--- src/rtl/capability_handle_table_defines.svh ---
// Assertion macros for the capability handle table.
// Included by files that carry concurrent assertions; no other dependencies.
`ifndef CAPABILITY_HANDLE_TABLE_DEFINES_SVH
`define CAPABILITY_HANDLE_TABLE_DEFINES_SVH

// Same-cycle implication, disabled while reset is high.
`define CHT_ASSERT_NOW(lbl, clk, rst, ante, cons) \
   lbl: assert property (@(posedge clk) disable iff (rst) (ante) |-> (cons)) \
      else $error("capability handle table check failed");

// Next-cycle implication, disabled while reset is high.
`define CHT_ASSERT_NEXT(lbl, clk, rst, ante, cons) \
   lbl: assert property (@(posedge clk) disable iff (rst) (ante) |=> (cons)) \
      else $error("capability handle table check failed");

`endif

--- src/rtl/cht_ram.sv ---
// Generic single-write, single-read RAM with a registered read port.
// No dependencies.
module cht_ram #(
   parameter int WIDTH = 8,
   parameter int DEPTH = 16
) (
   input  logic                                    clock,
   input  logic                                    wr_en,
   input  logic [((DEPTH > 1) ? $clog2(DEPTH) : 1)-1:0] wr_addr,
   input  logic [WIDTH-1:0]                        wr_data,
   input  logic [((DEPTH > 1) ? $clog2(DEPTH) : 1)-1:0] rd_addr,
   output logic [WIDTH-1:0]                        rd_data
);

   logic [WIDTH-1:0] mem_ff [DEPTH];
   logic [WIDTH-1:0] rd_data_ff;

   always_ff @(posedge clock) begin
      if (wr_en) begin
         mem_ff[wr_addr] <= wr_data;
      end
      rd_data_ff <= mem_ff[rd_addr];
   end

   assign rd_data = rd_data_ff;

endmodule

--- config.mk ---
export PLATFORM = sky130hd
export DESIGN_NAME = cht_ram
export DESIGN_NICKNAME = d
export VERILOG_FILES = /design/src/rtl/capability_handle_table_defines.svh /design/src/rtl/cht_ram.sv
export SDC_FILE = /design/constraint.sdc
export NUM_CORES = 1
export LEC_CHECK = 0
export BUFFER_PORTS_ARGS = -buffer_cell sky130_fd_sc_hd__buf_2
export CORE_UTILIZATION = 53
export DETAILED_ROUTE_END_ITERATION = 10
export GPL_TIMING_DRIVEN = 1
export PLACE_DENSITY = 0.72
export RECOVER_POWER = 100
export SLEW_MARGIN = 10
export SYNTH_ARGS = -nofsm -noshare
export SYNTH_HDL_FRONTEND = slang
export SYNTH_SLANG_ARGS = --single-unit
--- constraint.sdc ---
create_clock -name clock -period 5.5 [get_ports clock]
set_clock_uncertainty 0.15 [all_clocks]
set_input_delay 1.65 -clock clock [delete_from_list [all_inputs] [get_ports clock]]
set_output_delay 1.65 -clock clock [all_outputs]
set_load 0.01 [all_outputs]
==> impl_metrics.ini <==
[outcome]
status = finished with violations
violations = max-capacitance violations, max-slew violations

[synthesis]
ys_warn_count = 0
syn_inst = 229
synthSimpleGateAreaFrac_pct = 3.18
yosysSeqAreaShare_pct = 77.8
ys_ff_latch = 136
synth_compound_area_share_pct = 2.33
synth.avg_cell_area_um2 = 22.5
synth.distinct_cells = 19
synthesis.nets = 247
synthMuxAreaShare_pct = 15.0
synth_top_family_by_area = multiplexers
synthAdderAreaFrac_pct = 0
netlist_area_um2 = 5150
synth_xor_area_share_pct = 0

[drt]
ant_nets = 0
drtIter0Drc = 165
vias = 2354
wl_per_cell_um = 23.1
drcViolationCount = 0
firstDrtPassIters = 4
drt-total-wl_um = 9380
vias_per_cell = 5.80

[finish]
num_antenna_cells = 0
drive_gt1_share_pct = 19.5
layout_commonest_cell = edfxtp_1
final_nets = 282
layout_common_cells = 128 x edfxtp_1, 22 x clkbuf_1, 18 x mux4_2
syn2layout_area_growth_pct = 14.7
post-route-util_pct = 63.3

[clock_tree]
cts.path.max_buffers = 2
cts.sinks = 136
insertion_delay_ps = 510
cts-htree-levels = 4
cts-resized-gates = 0
cts_inserted_buffers = 17
clock-root-buffer = clkbuf_8
path_clk_slew_ps = 60
post-cts-setup-buffer-count = 0
cts_tree = yes
cts_hold_buf = 0

[critical_path]
crit_path_end_kind = flip-flop
required_ps = 5460
crit_type = input pin to flip-flop
worst_setup_path_start_kind = input pin
cp_max_fo = 8
arrival_ps = 3410

[placement]
dp_hpwl_um = 5800
numPortBuffers = 25
place_congestion = 0.720

[floorplan]
dieArea_um2 = 10100
core-area_um2 = 9330
die_h_um = 101
start_util_pct = 55.2
fp.dieW_um = 101
rows = 35
pin_count = 26

[global_route]
antenna_found_initial = 0
grt_use_total_pct = 20.8
grt_pass1_wl_um = 14100
overflow = 0
grt_pass1_vias = 2406
grt_max_degree = 33

[power_and_ir_drop]
power_density_nw_per_um2 = 398
p_leak_nw = 1.92
ir_drop_mv = 0.192

[timing]
fin_crit_sh_pct = 62.7
max_freq_mhz = 290
rsz0062_at_grt = no
tightest_slew_ps = 1500
timing.slew.headroom_pct = -0.472
hold_slack_ps = 521
fin_crit_ps = 3450
final_max_slew_viol_count = 1
setup_tns_ps = 0
finalHoldViolations = 0
setup_viol = 0

[min_path]
hold_class = flip-flop to flip-flop

[run]
cap_violations = 2
worst paths after layout:
path	start	end	slack, ps	depth (start not counted)
setup / recovery	wr_addr[2]	mem_ff[0][1]	2050	3
hold / removal	mem_ff[12][7]	rd_data[7]	520	3
setup reg to reg	mem_ff[1][0]	rd_data[0]	3980	3
hold reg to reg	mem_ff[12][7]	rd_data[7]	520	3
sequential cells by signal, summed over array words and instances (netlist names):
name,cells
mem_ff,128
rd_data,8
metal layers:
layer | GRT usage [%] | share of wire (%)
met1 | 28.6 | 43
met2 | 32.4 | 51
met3 | 4.65 | 5.2
met5 | 0 | 0
met4 | 9.36 | 1.2
cells in the mapped netlist, drive strengths merged:
| cell | instances | area, um2 |
|---|---|---|
| or3b | 1 | 8.76 |
| nand3b | 2 | 15.0 |
| and2 | 1 | 6.26 |
| mux4 | 32 | 773 |
| buf | 7 | 56.3 |
| clkdlybuf4s25 | 3 | 30.0 |
| edfxtp | 128 | 3840 |
| nand2b | 2 | 12.5 |
| nand2 | 9 | 33.8 |
| nor2 | 13 | 48.8 |
| dfxtp | 8 | 160 |
| and2b | 1 | 7.51 |
| nor2b | 1 | 6.26 |
| a22oi | 16 | 120 |
| nor3 | 4 | 20.0 |
| nand3 | 1 | 5.00 |
layout make-up:
type,count,area [um2]
flip-flops and latches,136,4000
fillers,648,3420
multi-input cells,83,1060
clock buffers,19,422
well taps,129,161
clock inverters,13,154
repair buffers,26,105
through the flow:
step	setup WS, ps	area [um2]	cells	total power (W)
floorplan	2210	5150	229	0.00125
global placement	1530	5370	374	0.00129
detailed placement	1720	5370	374	0.00129
CTS	2220	5950	406	0.00237
global route	1910	5900	406	0.00242
finish	2050	5900	406	0.00235
where the power goes:
part,switching [W],internal (W)
logic,0.0000589,0.0000381
registers,0.00000790,0.00116
clock network,0.000401,0.000686
total,0.000468,0.00188
critical path, stage by stage:
cell and delay, ps:
clkbuf_1 100, or3b_2 520, nor3_1 1130
kinds of logic (layout without fill, tap and decap cells):
logic type / count (synthesis) / after routing
multiplexers: 32 / 32
buffers and inverters: 10 / 58
flip-flops: 136 / 136
AND/OR/NAND/NOR: 35 / 35
AO/OA/AOI/OAI: 16 / 16
Note: power is estimated with default switching activity, not from simulation.
