## src/rtl/capability_handle_table_defines.svh

```systemverilog
// Assertion macros for the capability handle table.
// Included by files that carry concurrent assertions; no other dependencies.
`ifndef CAPABILITY_HANDLE_TABLE_DEFINES_SVH
`define CAPABILITY_HANDLE_TABLE_DEFINES_SVH

// Same-cycle implication, disabled while reset is high.
`define CHT_ASSERT_NOW(lbl, clk, rst, ante, cons) \
   lbl: assert property (@(posedge clk) disable iff (rst) (ante) |-> (cons)) \
      else $error("capability handle table check failed");

// Next-cycle implication, disabled while reset is high.
`define CHT_ASSERT_NEXT(lbl, clk, rst, ante, cons) \
   lbl: assert property (@(posedge clk) disable iff (rst) (ante) |=> (cons)) \
      else $error("capability handle table check failed");

`endif

```

## src/rtl/cht_pkg.sv

```systemverilog
// Shared types, constants and helper functions for the capability handle table.
// No dependencies; cht_free_finder, cht_gen_unit and the top level import it.
package cht_pkg;

   localparam int SLOT_COUNT  = 64;
   localparam int SLOT_W      = (SLOT_COUNT > 1) ? $clog2(SLOT_COUNT) : 1;
   localparam int GROUP_COUNT = (SLOT_COUNT + 7) / 8;
   localparam int GROUP_W     = (GROUP_COUNT > 1) ? $clog2(GROUP_COUNT) : 1;
   localparam int OUT_INDEX_W = 6;

   typedef enum logic [1:0] {
      OP_CREATE   = 2'd0,
      OP_RESTRICT = 2'd1,
      OP_REVOKE   = 2'd2,
      OP_VALIDATE = 2'd3
   } op_type;

   typedef enum logic [1:0] {
      ST_OK      = 2'd0,
      ST_INVALID = 2'd1,
      ST_FULL    = 2'd2,
      ST_RIGHTS  = 2'd3
   } status_type;

   typedef enum logic [1:0] {
      S_IDLE,
      S_LOOK,
      S_FIND,
      S_ALLOC
   } state_type;

   typedef struct packed {
      logic [31:0] generation;
      logic [31:0] rights;
      logic [31:0] rtype;
      logic [63:0] rid;
   } entry_type;

   localparam int ENTRY_W = $bits(entry_type);

   typedef struct packed {
      logic              found;
      logic [SLOT_W-1:0] index;
   } free_slot_type;

   typedef struct packed {
      logic        match;
      logic        subset;
      logic [31:0] next_gen;
   } gen_result_type;

   function automatic logic [2:0] lowest_of8(input logic [7:0] v);
      logic [2:0] r;
      r = 3'd0;
      for (int i = 7; i >= 0; i--) begin
         if (v[i]) begin
            r = 3'(i);
         end
      end
      return r;
   endfunction

   function automatic logic [OUT_INDEX_W-1:0] out_index(input logic [SLOT_W-1:0] slot);
      logic [31:0] wide;
      wide = 32'(slot);
      return wide[OUT_INDEX_W-1:0];
   endfunction

endpackage

```

## src/rtl/cht_gen_unit.sv

```systemverilog
// Shared generation and rights unit: compare, increment and subset check.
// Depends on cht_pkg for the result struct.
module cht_gen_unit (
   input  logic [31:0]             gen_a,
   input  logic [31:0]             gen_b,
   input  logic [31:0]             rights_have,
   input  logic [31:0]             rights_need,
   output cht_pkg::gen_result_type result
);
   import cht_pkg::*;

   always_comb begin
      result.match    = (gen_a == gen_b);
      result.next_gen = gen_a + 32'd1;
      result.subset   = ((rights_have & rights_need) == rights_need);
   end

endmodule

```

## config.mk

```make
export PLATFORM = sky130hd
export DESIGN_NAME = cht_gen_unit
export DESIGN_NICKNAME = d
export VERILOG_FILES = /design/src/rtl/capability_handle_table_defines.svh /design/src/rtl/cht_pkg.sv /design/src/rtl/cht_gen_unit.sv
export SDC_FILE = /design/constraint.sdc
export NUM_CORES = 1
export LEC_CHECK = 0
export BUFFER_PORTS_ARGS = -buffer_cell sky130_fd_sc_hd__clkbuf_2
export CAP_MARGIN = 25
export CELL_PAD_IN_SITES_DETAIL_PLACEMENT = 1
export CELL_PAD_IN_SITES_GLOBAL_PLACEMENT = 2
export CORE_ASPECT_RATIO = 0.5
export CORE_MARGIN = 2
export CORE_UTILIZATION = 14
export DETAILED_ROUTE_END_ITERATION = 8
export GPL_ROUTABILITY_DRIVEN = 0
export PLACE_DENSITY_LB_ADDON = 0.1
export SLEW_MARGIN = 25
export SYNTH_ARGS = -nofsm -noshare
export SYNTH_HDL_FRONTEND = slang
export SYNTH_SLANG_ARGS = --single-unit
```

## constraint.sdc

```tcl
create_clock -name vclk -period 2.1
set_input_delay 0.42 -clock vclk [all_inputs]
set_output_delay 0.42 -clock vclk [all_outputs]
set_load 0.02 [all_outputs]
```

==> key figures <==
Floorplanning
  • Num rows: 24
  • Initial Utilization: 14.74%
  • Die ar.: around 0.010 mm²
  • Placeable Area: approximately 0.0089 mm²
  • Die Ht: between 70 and 80 µm
  • Ports: approximately 160
  • Horiz. Die Dim: ~140 µm

Logic synthesis
  • Mean post-synth cell area: 6.859 µm²
  • Unique masters post-synth: 24
  • Largest family of logic cells by synthesized area: XOR/XNOR gates
  • Synth Area in Compound Gates: about 7.6%
  • Mapped Area: around 0.0013 mm²
  • Largest cells by area after synthesis: xor2_1, inv_1, nor4_1
  • Syn Inst Count: about 190
  • Syn_nets: 320
  • Adder-cell area share of the yosys netlist: less than 1%
  • Post-synthesis sequential area ratio: 0%
  • Post-synth top area cell: xor2_1
  • Synth top area share: about 34%
  • Simple-Gate Fraction of Synth Area: a little under two fifths
  • Mux cell area share after synthesis: 0%
  • Xor/xnor share of the synthesized area: between 40% and 50%
  • Syn. warnings: 0

Global route
  • Antenna violations before repair: 0
  • GRT Total Usage: between 10 and 15%
  • Vias in the first global route: roughly 2400
  • Gr ovfl total: 0
  • Global-route wire length before repair: 11.59 mm
  • Largest net degree at the start of global routing: 9

Drt
  • Initial drt markers: roughly 40
  • Met3 wire length: 537 µm
  • # DRC: 0
  • Met2 routed WL: slightly below 4 mm
  • Total number of vias: between 2000 and 2500
  • Post-route ant nets: 0
  • Wl on met1: between 3 and 4 mm
  • Top Layer Used: met3
  • Via/cell ratio: approximately 4.1
  • Wirelength, routed: ~7.5 mm
  • Wire per inst: roughly 15 µm
  • Detailed-router iteration count before antenna repair: 3

Worst setup path
  • CP max stage delay: about 0.28 ns
  • WP data arrival: between 1.5 and 2 ns
  • CP Class: in2out
  • Worst path required time: 1.68 ns
  • CP Max Fanout: 5
  • Crit-path most repeated cell: buf_6
  • Critical path's slowest cell: and4_4
  • Worst Setup Start Kind: primary input
  • Crit. End Element: output pin
  • Cell Chain, Critical Path: buf_6, and4_4, buf_6, nand3_4, nor4_4, xor2_1, buf_4

Clock tree
  • Hold bufs inserted after CTS: 0

Pwr
  • Pwr Density: 167.1 mW/mm²
  • VDD IR max: roughly 0.040 mV
  • Leakage: roughly 1.6 nW

Final layout
  • Area grow syn2layout: 128.0%
  • Footprint of the multi-input gates: 0.001383 mm²
  • Final antenna diode count: 0
  • Layout cells sized above 1: approximately three fifths
  • Fill cell count: 1130
  • FF/Latch Area: 0 µm²
  • Clkbuf count: 0
  • Seq cells: 0
  • Layout Nets: 529

Timing
  • Tmin final: between 2 and 2.5 ns
  • Fin. Hold Viols: 0
  • Fmax: roughly 480 MHz
  • Final Max Slew Viols: 0
  • Slew margin rel.: 79.94%
  • RSZ-0062 raised after global routing: yes
  • Hold Slack: 1.135 ns
  • Setup_tns: 0 ns
  • Final setup fails: 0
  • Tcrit/Tclk final: between 90% and 100%
  • Slew at the pin closest to its max-slew limit: roughly 0.3 ns

Outcome
  • Outcome: finished, final reports clean

Placed design
  • DP HPWL: about 6.5 mm
  • I/O Buffers: 162

Hold path
  • Hold WC Path Type: in2out

Flow run
  • Max_cap viols: 0
==> worst max-delay path: cells and delay by family <==
family / cells / cell delay, ns
XOR/XNOR: 1 / 0.19
buffers and inverters: 3 / 0.38
AND/OR/NAND/NOR: 3 / 0.68
==> where the power goes <==
group	switching, W	internal, W	leakage (nW)	total [W]
registers	0	0	0	0
logic	0.000248	0.000251	1.65	0.000499
clock network	0	0	0	0
==> layout make-up <==
| class | instances | share of cell area, % |
|---|---|---|
| inverter | 36 | 4.525 |
| multi-input combinational | 153 | 46.29 |
| tap | 117 | 4.902 |
| timing repair buffer | 209 | 44.28 |
==> metal layers <==
metal  vias to the layer above  global-route usage [%]
met1                       964                   16.61
met4                         0                  0.4444
met2                        72                   27.15
met3                         0                   2.970
li1                       1084                       -
met5                         -                       0
==> placed cells by master (no fill, tap or decap), types with 2 or more instances in the layout <==
cell / n
buf_8: 2
nor3_2: 3
xor2_1: 50
xnor2_1: 11
clkbuf_2: 135
and4_4: 3
inv_1: 36
nand3_4: 4
nor4_2: 6
nand4_1: 6
nor4_4: 8
and3_1: 2
and3_4: 4
nand3_1: 11
o22ai_1: 16
buf_6: 17
nand2_1: 6
nor2_1: 3
buf_4: 51
nor4_1: 8
clkbuf_4: 3
==> metrics by stage <==
stage / instance area (µm²) / utilization (%) / power, W / cells / setup slack, ns
2_1_floorplan: 1310 / - / 0.0001738 / 191 / 0.04828
3_3_place_gp: 2507 / 28.21 / 0.0004377 / 502 / -0.1710
3_5_place_dp: 2507 / 28.21 / 0.0004435 / 502 / -0.1939
4_1_cts: 2709 / 30.48 / 0.0004659 / 510 / -0.04543
5_1_grt: 2987 / 33.60 / 0.0005481 / 515 / -0.07662
6_report: 2987 / 33.60 / 0.0004990 / 515 / 0.0008303
==> path summary, 6_finish.rpt <==
kind              startpoint         end  depth (start not counted)
setup / recovery   gen_a[10]  result[28]                          7
hold / removal      gen_a[0]   result[0]                          3
==> kinds of logic after synthesis <==
logic type                 Yosys count
xor gates and xnor gates            62
and+or+nand+nor                     72
adders and majority gates            1
buffers and inverters               40
AOI/OAI and AO/OA                   16
==> synth_stat cells (all sizes together) <==
cell and instances:
nor3b 1, nor3 4, ha 1, nand2 7, buf 2, xor2 51
and2 1, inv 36, and3 6, nand3 14, clkbuf 2, and4 4
nor2b 1, xnor2 11, nor2 5, nand4 7, o22ai 16, nor4 22
==> repair_timing <==
item                                    CTS  global route
resized for setup                        30            56
pin swaps                                11            19
cloned                                    2             0
buffers inserted                          6             5
endpoints found under the setup margin   20            20
Power figures use the tool's default switching activity.
