===== config.mk =====
export PLATFORM = sky130hd
export DESIGN_NAME = cht_free_finder
export DESIGN_NICKNAME = d
export VERILOG_FILES = /design/src/rtl/capability_handle_table_defines.svh /design/src/rtl/cht_pkg.sv /design/src/rtl/cht_free_finder.sv
export SDC_FILE = /design/constraint.sdc
export NUM_CORES = 1
export LEC_CHECK = 0
export BUFFER_PORTS_ARGS = -buffer_cell sky130_fd_sc_hd__buf_4
export CAP_MARGIN = 20
export CORE_MARGIN = 2
export CORE_UTILIZATION = 25
export DETAILED_ROUTE_END_ITERATION = 16
export PLACE_DENSITY = 0.63
export SYNTH_ARGS = -nofsm -noshare
export SYNTH_HDL_FRONTEND = slang
export SYNTH_SLANG_ARGS = --single-unit

===== constraint.sdc =====
create_clock -name clock -period 2.3 [get_ports clock]
set_input_delay 0.115 -clock clock [delete_from_list [all_inputs] [get_ports clock]]
set_output_delay 0.115 -clock clock [all_outputs]
set_load 0.1 [all_outputs]

===== src/rtl/capability_handle_table_defines.svh =====
// Assertion macros for the capability handle table.
// Included by files that carry concurrent assertions; no other dependencies.
`ifndef CAPABILITY_HANDLE_TABLE_DEFINES_SVH
`define CAPABILITY_HANDLE_TABLE_DEFINES_SVH

// Same-cycle implication, disabled while reset is high.
`define CHT_ASSERT_NOW(lbl, clk, rst, ante, cons) \
   lbl: assert property (@(posedge clk) disable iff (rst) (ante) |-> (cons)) \
      else $error("capability handle table check failed");

// Next-cycle implication, disabled while reset is high.
`define CHT_ASSERT_NEXT(lbl, clk, rst, ante, cons) \
   lbl: assert property (@(posedge clk) disable iff (rst) (ante) |=> (cons)) \
      else $error("capability handle table check failed");

`endif


===== src/rtl/cht_pkg.sv =====
// Shared types, constants and helper functions for the capability handle table.
// No dependencies; cht_free_finder, cht_gen_unit and the top level import it.
package cht_pkg;

   localparam int SLOT_COUNT  = 64;
   localparam int SLOT_W      = (SLOT_COUNT > 1) ? $clog2(SLOT_COUNT) : 1;
   localparam int GROUP_COUNT = (SLOT_COUNT + 7) / 8;
   localparam int GROUP_W     = (GROUP_COUNT > 1) ? $clog2(GROUP_COUNT) : 1;
   localparam int OUT_INDEX_W = 6;

   typedef enum logic [1:0] {
      OP_CREATE   = 2'd0,
      OP_RESTRICT = 2'd1,
      OP_REVOKE   = 2'd2,
      OP_VALIDATE = 2'd3
   } op_type;

   typedef enum logic [1:0] {
      ST_OK      = 2'd0,
      ST_INVALID = 2'd1,
      ST_FULL    = 2'd2,
      ST_RIGHTS  = 2'd3
   } status_type;

   typedef enum logic [1:0] {
      S_IDLE,
      S_LOOK,
      S_FIND,
      S_ALLOC
   } state_type;

   typedef struct packed {
      logic [31:0] generation;
      logic [31:0] rights;
      logic [31:0] rtype;
      logic [63:0] rid;
   } entry_type;

   localparam int ENTRY_W = $bits(entry_type);

   typedef struct packed {
      logic              found;
      logic [SLOT_W-1:0] index;
   } free_slot_type;

   typedef struct packed {
      logic        match;
      logic        subset;
      logic [31:0] next_gen;
   } gen_result_type;

   function automatic logic [2:0] lowest_of8(input logic [7:0] v);
      logic [2:0] r;
      r = 3'd0;
      for (int i = 7; i >= 0; i--) begin
         if (v[i]) begin
            r = 3'(i);
         end
      end
      return r;
   endfunction

   function automatic logic [OUT_INDEX_W-1:0] out_index(input logic [SLOT_W-1:0] slot);
      logic [31:0] wide;
      wide = 32'(slot);
      return wide[OUT_INDEX_W-1:0];
   endfunction

endpackage


===== src/rtl/cht_free_finder.sv =====
// Registered lowest-free-slot finder over the slot used flags.
// Depends on cht_pkg for the slot count and the result struct.
module cht_free_finder (
   input  logic                            clock,
   input  logic [cht_pkg::SLOT_COUNT-1:0]  used,
   output cht_pkg::free_slot_type          free_slot
);
   import cht_pkg::*;

   logic [GROUP_COUNT*8-1:0] free_pad;
   logic [GROUP_COUNT-1:0]   grp_any;
   logic [2:0]               grp_low [GROUP_COUNT];
   logic [GROUP_W-1:0]       grp_sel;
   logic                     found;
   logic [GROUP_W+2:0]       full_index;
   free_slot_type            free_ff;
   free_slot_type            free_in;

   always_comb begin
      free_pad = '0;
      free_pad[SLOT_COUNT-1:0] = ~used;
      for (int g = 0; g < GROUP_COUNT; g++) begin
         grp_any[g] = |free_pad[g*8 +: 8];
         grp_low[g] = lowest_of8(free_pad[g*8 +: 8]);
      end
   end

   always_comb begin
      found   = 1'b0;
      grp_sel = '0;
      for (int g = GROUP_COUNT - 1; g >= 0; g--) begin
         if (grp_any[g]) begin
            found   = 1'b1;
            grp_sel = GROUP_W'(g);
         end
      end
      full_index    = {grp_sel, grp_low[grp_sel]};
      free_in.found = found;
      free_in.index = SLOT_W'(full_index);
   end

   always_ff @(posedge clock) begin
      free_ff <= free_in;
   end

   assign free_slot = free_ff;

endmodule


==> flow_summary.yaml <==
placement:
  pre_cts_ws_ns: 0.144
  hpwl_um: 2930
  gp_congestion: 0.733
  port_buffers: 71
cells_and_area:
  antenna_cells: 0
  nets: 293
  drive_gt1_share_pct: 41.0
  fin_util_pct: 42.4
  largest_reg_flops: 7
  fillCellCount: 459
  syn2layout_area_growth_pct: 63.1
cts:
  cts_setup_buffers: 0
  clock_sinks: 7
  cts_made_buffers: 3
  cts_root_buf: "clkbuf_8"
  clk_pin_slew_ns: 0.04
  cts_tree: "done"
  cts_resized: 0
  clock_path_buffers: 2
  cts_max_level: 1
  cts_hold_buf: 0
worst_setup_path:
  crit_path_cell_trace: "buf_4, nand4_1, or2_4, a221oi_4, o21ai_4, and3b_1, a211o_1, a221o_1"
  critPathSlowestCell: "a221oi_4"
  endpoint: "free_slot[2]"
  arrival_ns: 2.04
  cp-end-kind: "register"
  max_stage_delay_ns: 0.53
  path_max_fanout: 9
  critPathLaunchType: "input pin"
  startpoint: "used[38]"
  critPathRequiredTime_ns: 2.41
  path_class: "in2reg"
timing:
  period_minus_slack_ns: 1.93
  fmax_mhz: 517
  finalMaxSlewViolations: 0
  period_share_pct: 84.0
  setup_viol: 0
  relSlewSlack_pct: 65.0
  worst_slew_pin_slew_ns: 0.526
  rsz0062_at_grt: "no"
  hold_viol_final: 0
  final.setup.tns_ns: 0
  fin_ws_ns: 0.367
routing:
  drtPass1Iterations: 4
  viasPerCell: 5.12
  wl_per_cell_um: 11.9
  route.detailed.drc: 0
  drt.antenna.violating_nets: 0
  wl_um: 3290
  drt_iter0_drc: 26
  vias: 1419
global_route:
  gr-total-overflow: 0
  track_usage_pct: 14.5
  grt_pass1_vias: 1387
  grt_max_degree: 10
  grt_pass1_wl_um: 5430
  grt_antenna_before_repair: 0
logic_synthesis:
  synth_ff_type: "dfxtp_1"
  synth_warnings: 0
  synth_edf_count: 0
  yosys_register_bits: 7
  yosysUniqueCellTypes: 45
  syn_inst: 150
  synth.net_count: 215
  netlist_area_um2: 1050
  syn_avg_cell_area_um2: 6.98
  ys_async_sr_fraction_pct: 0
  yosysSeqAreaShare_pct: 13.4
die:
  rows: 23
  core_area_um2: 4030
  dieArea_um2: 4720
  dieHeight_um: 68.7
  fp.dieW_um: 68.7
  initial_utilization_pct: 26.0
  io_pins: 72
power:
  p_sw_uw: 144
  powerDensity_nw_per_um2: 287
  seqPwrFrac_pct: 25.7
  netSwitchingFraction_pct: 29.3
  p_comb_share_pct: 39.6
  ir_drop_v: 0.000139
  leakage_nw: 0.752
  finalPower_uw: 490
  clkPwrFrac_pct: 34.7
  p_int_uw: 346
job:
  drv_cap: 0
run_status:
  outcome: "complete, no violations"
worst_hold_path:
  hold_path.class: "in2reg"
  holdPathStages: 4
## how the worst min path moves through the flow
stage / start / to / slack (ns)
floorplan: used[0] / free_slot[1] / 0.38
global placement: used[0] / free_slot[1] / 0.54
detailed placement: used[0] / free_slot[1] / 0.54
CTS: used[0] / free_slot[1] / 0.30
global route: used[0] / free_slot[1] / 0.32
finish: used[0] / free_slot[1] / 0.31
## layer usage
layer | track usage (%) | vias to the layer above | wire length (um)
li1 | - | 744 | -
met1 | 16.9 | 647 | 1400
met2 | 27.9 | 28 | 1760
met3 | 1.79 | 0 | 137
met4 | 3.19 | 0 | 0
met5 | 0 | - | 0
## cells by family (layout without fill, tap and decap cells)
group | count (synthesis) | count (layout) | synth area share (%)
AO/OA/AOI/OAI | 52 | 52 | 36.8
buffers and inverters | 17 | 94 | 6.33
flip-flops | 7 | 7 | 13.4
multiplexers | 1 | 1 | 1.08
AND/OR/NAND/NOR | 73 | 73 | 42.4
## cell type report
cell class                      count  area (um2)  share of cell area, %
Tap cell                           50        62.6                   3.66
Inverter                           15        56.3                   3.30
Timing Repair Buffer               75         563                   33.0
Sequential cell                     7         140                   8.21
Multi-Input combinational cell    126         841                   49.2
Clock buffer                        4        45.0                   2.64
## through the flow
stage          std cells  hold WS (ns)  instance area (um2)
4_1_cts              277         0.304                 1710
6_report             277         0.305                 1710
5_1_grt              277         0.323                 1710
3_3_place_gp         273         0.539                 1660
2_1_floorplan        150         0.378                 1050
3_5_place_dp         273         0.541                 1660
## worst max-delay path: cells and delay by family
family,cells,cell delay (ns)
compound gates,4,1.21
simple gates,3,0.64
buf+inv,1,0.09
## cells in the final DEF (no fill, tap or decap), types with 5 or more instances in the layout
| cell | n |
|---|---|
| nand3_1 | 10 |
| a21oi_1 | 7 |
| dfxtp_1 | 7 |
| nand2_1 | 15 |
| a21boi_0 | 5 |
| nand4_1 | 15 |
| inv_1 | 15 |
| buf_4 | 75 |
| o21ai_0 | 17 |
| a31oi_1 | 5 |
| nor2_1 | 6 |
## synth_stat cells, types with 2 or more instances
master    instances  area [um2]
or2_2             2        12.5
nor4_2            2        25.0
and4_1            2        17.5
nor2_1            6        22.5
a31oi_1           5        31.3
nand4_2           2        25.0
nand2_1          15        56.3
nor3b_1           2        15.0
a32oi_1           2        17.5
buf_2             2        10.0
nand3_1          10        50.1
a211oi_1          2        15.0
nor4_1            3        18.8
a21oi_1           7        35.0
a21boi_0          5        37.5
dfxtp_1           7         140
o21ai_0          17        85.1
nand2b_1          3        18.8
nand4_1          15        93.8
inv_1            15        56.3
or4_1             2        15.0
## power groups by stage
| stage | registers [mW] | clock network, mW | logic, mW |
|---|---|---|---|
| 6_report | 0.126 | 0.170 | 0.194 |
| 5_1_grt | 0.126 | 0.184 | 0.217 |
| 4_1_cts | 0.126 | 0.176 | 0.196 |
| 3_5_place_dp | 0.128 | 0 | 0.195 |
| 3_3_place_gp | 0.128 | 0 | 0.194 |
| 2_1_floorplan | 0.148 | 0 | 0.0500 |
No activity file was read; power rests on OpenSTA's default activity.
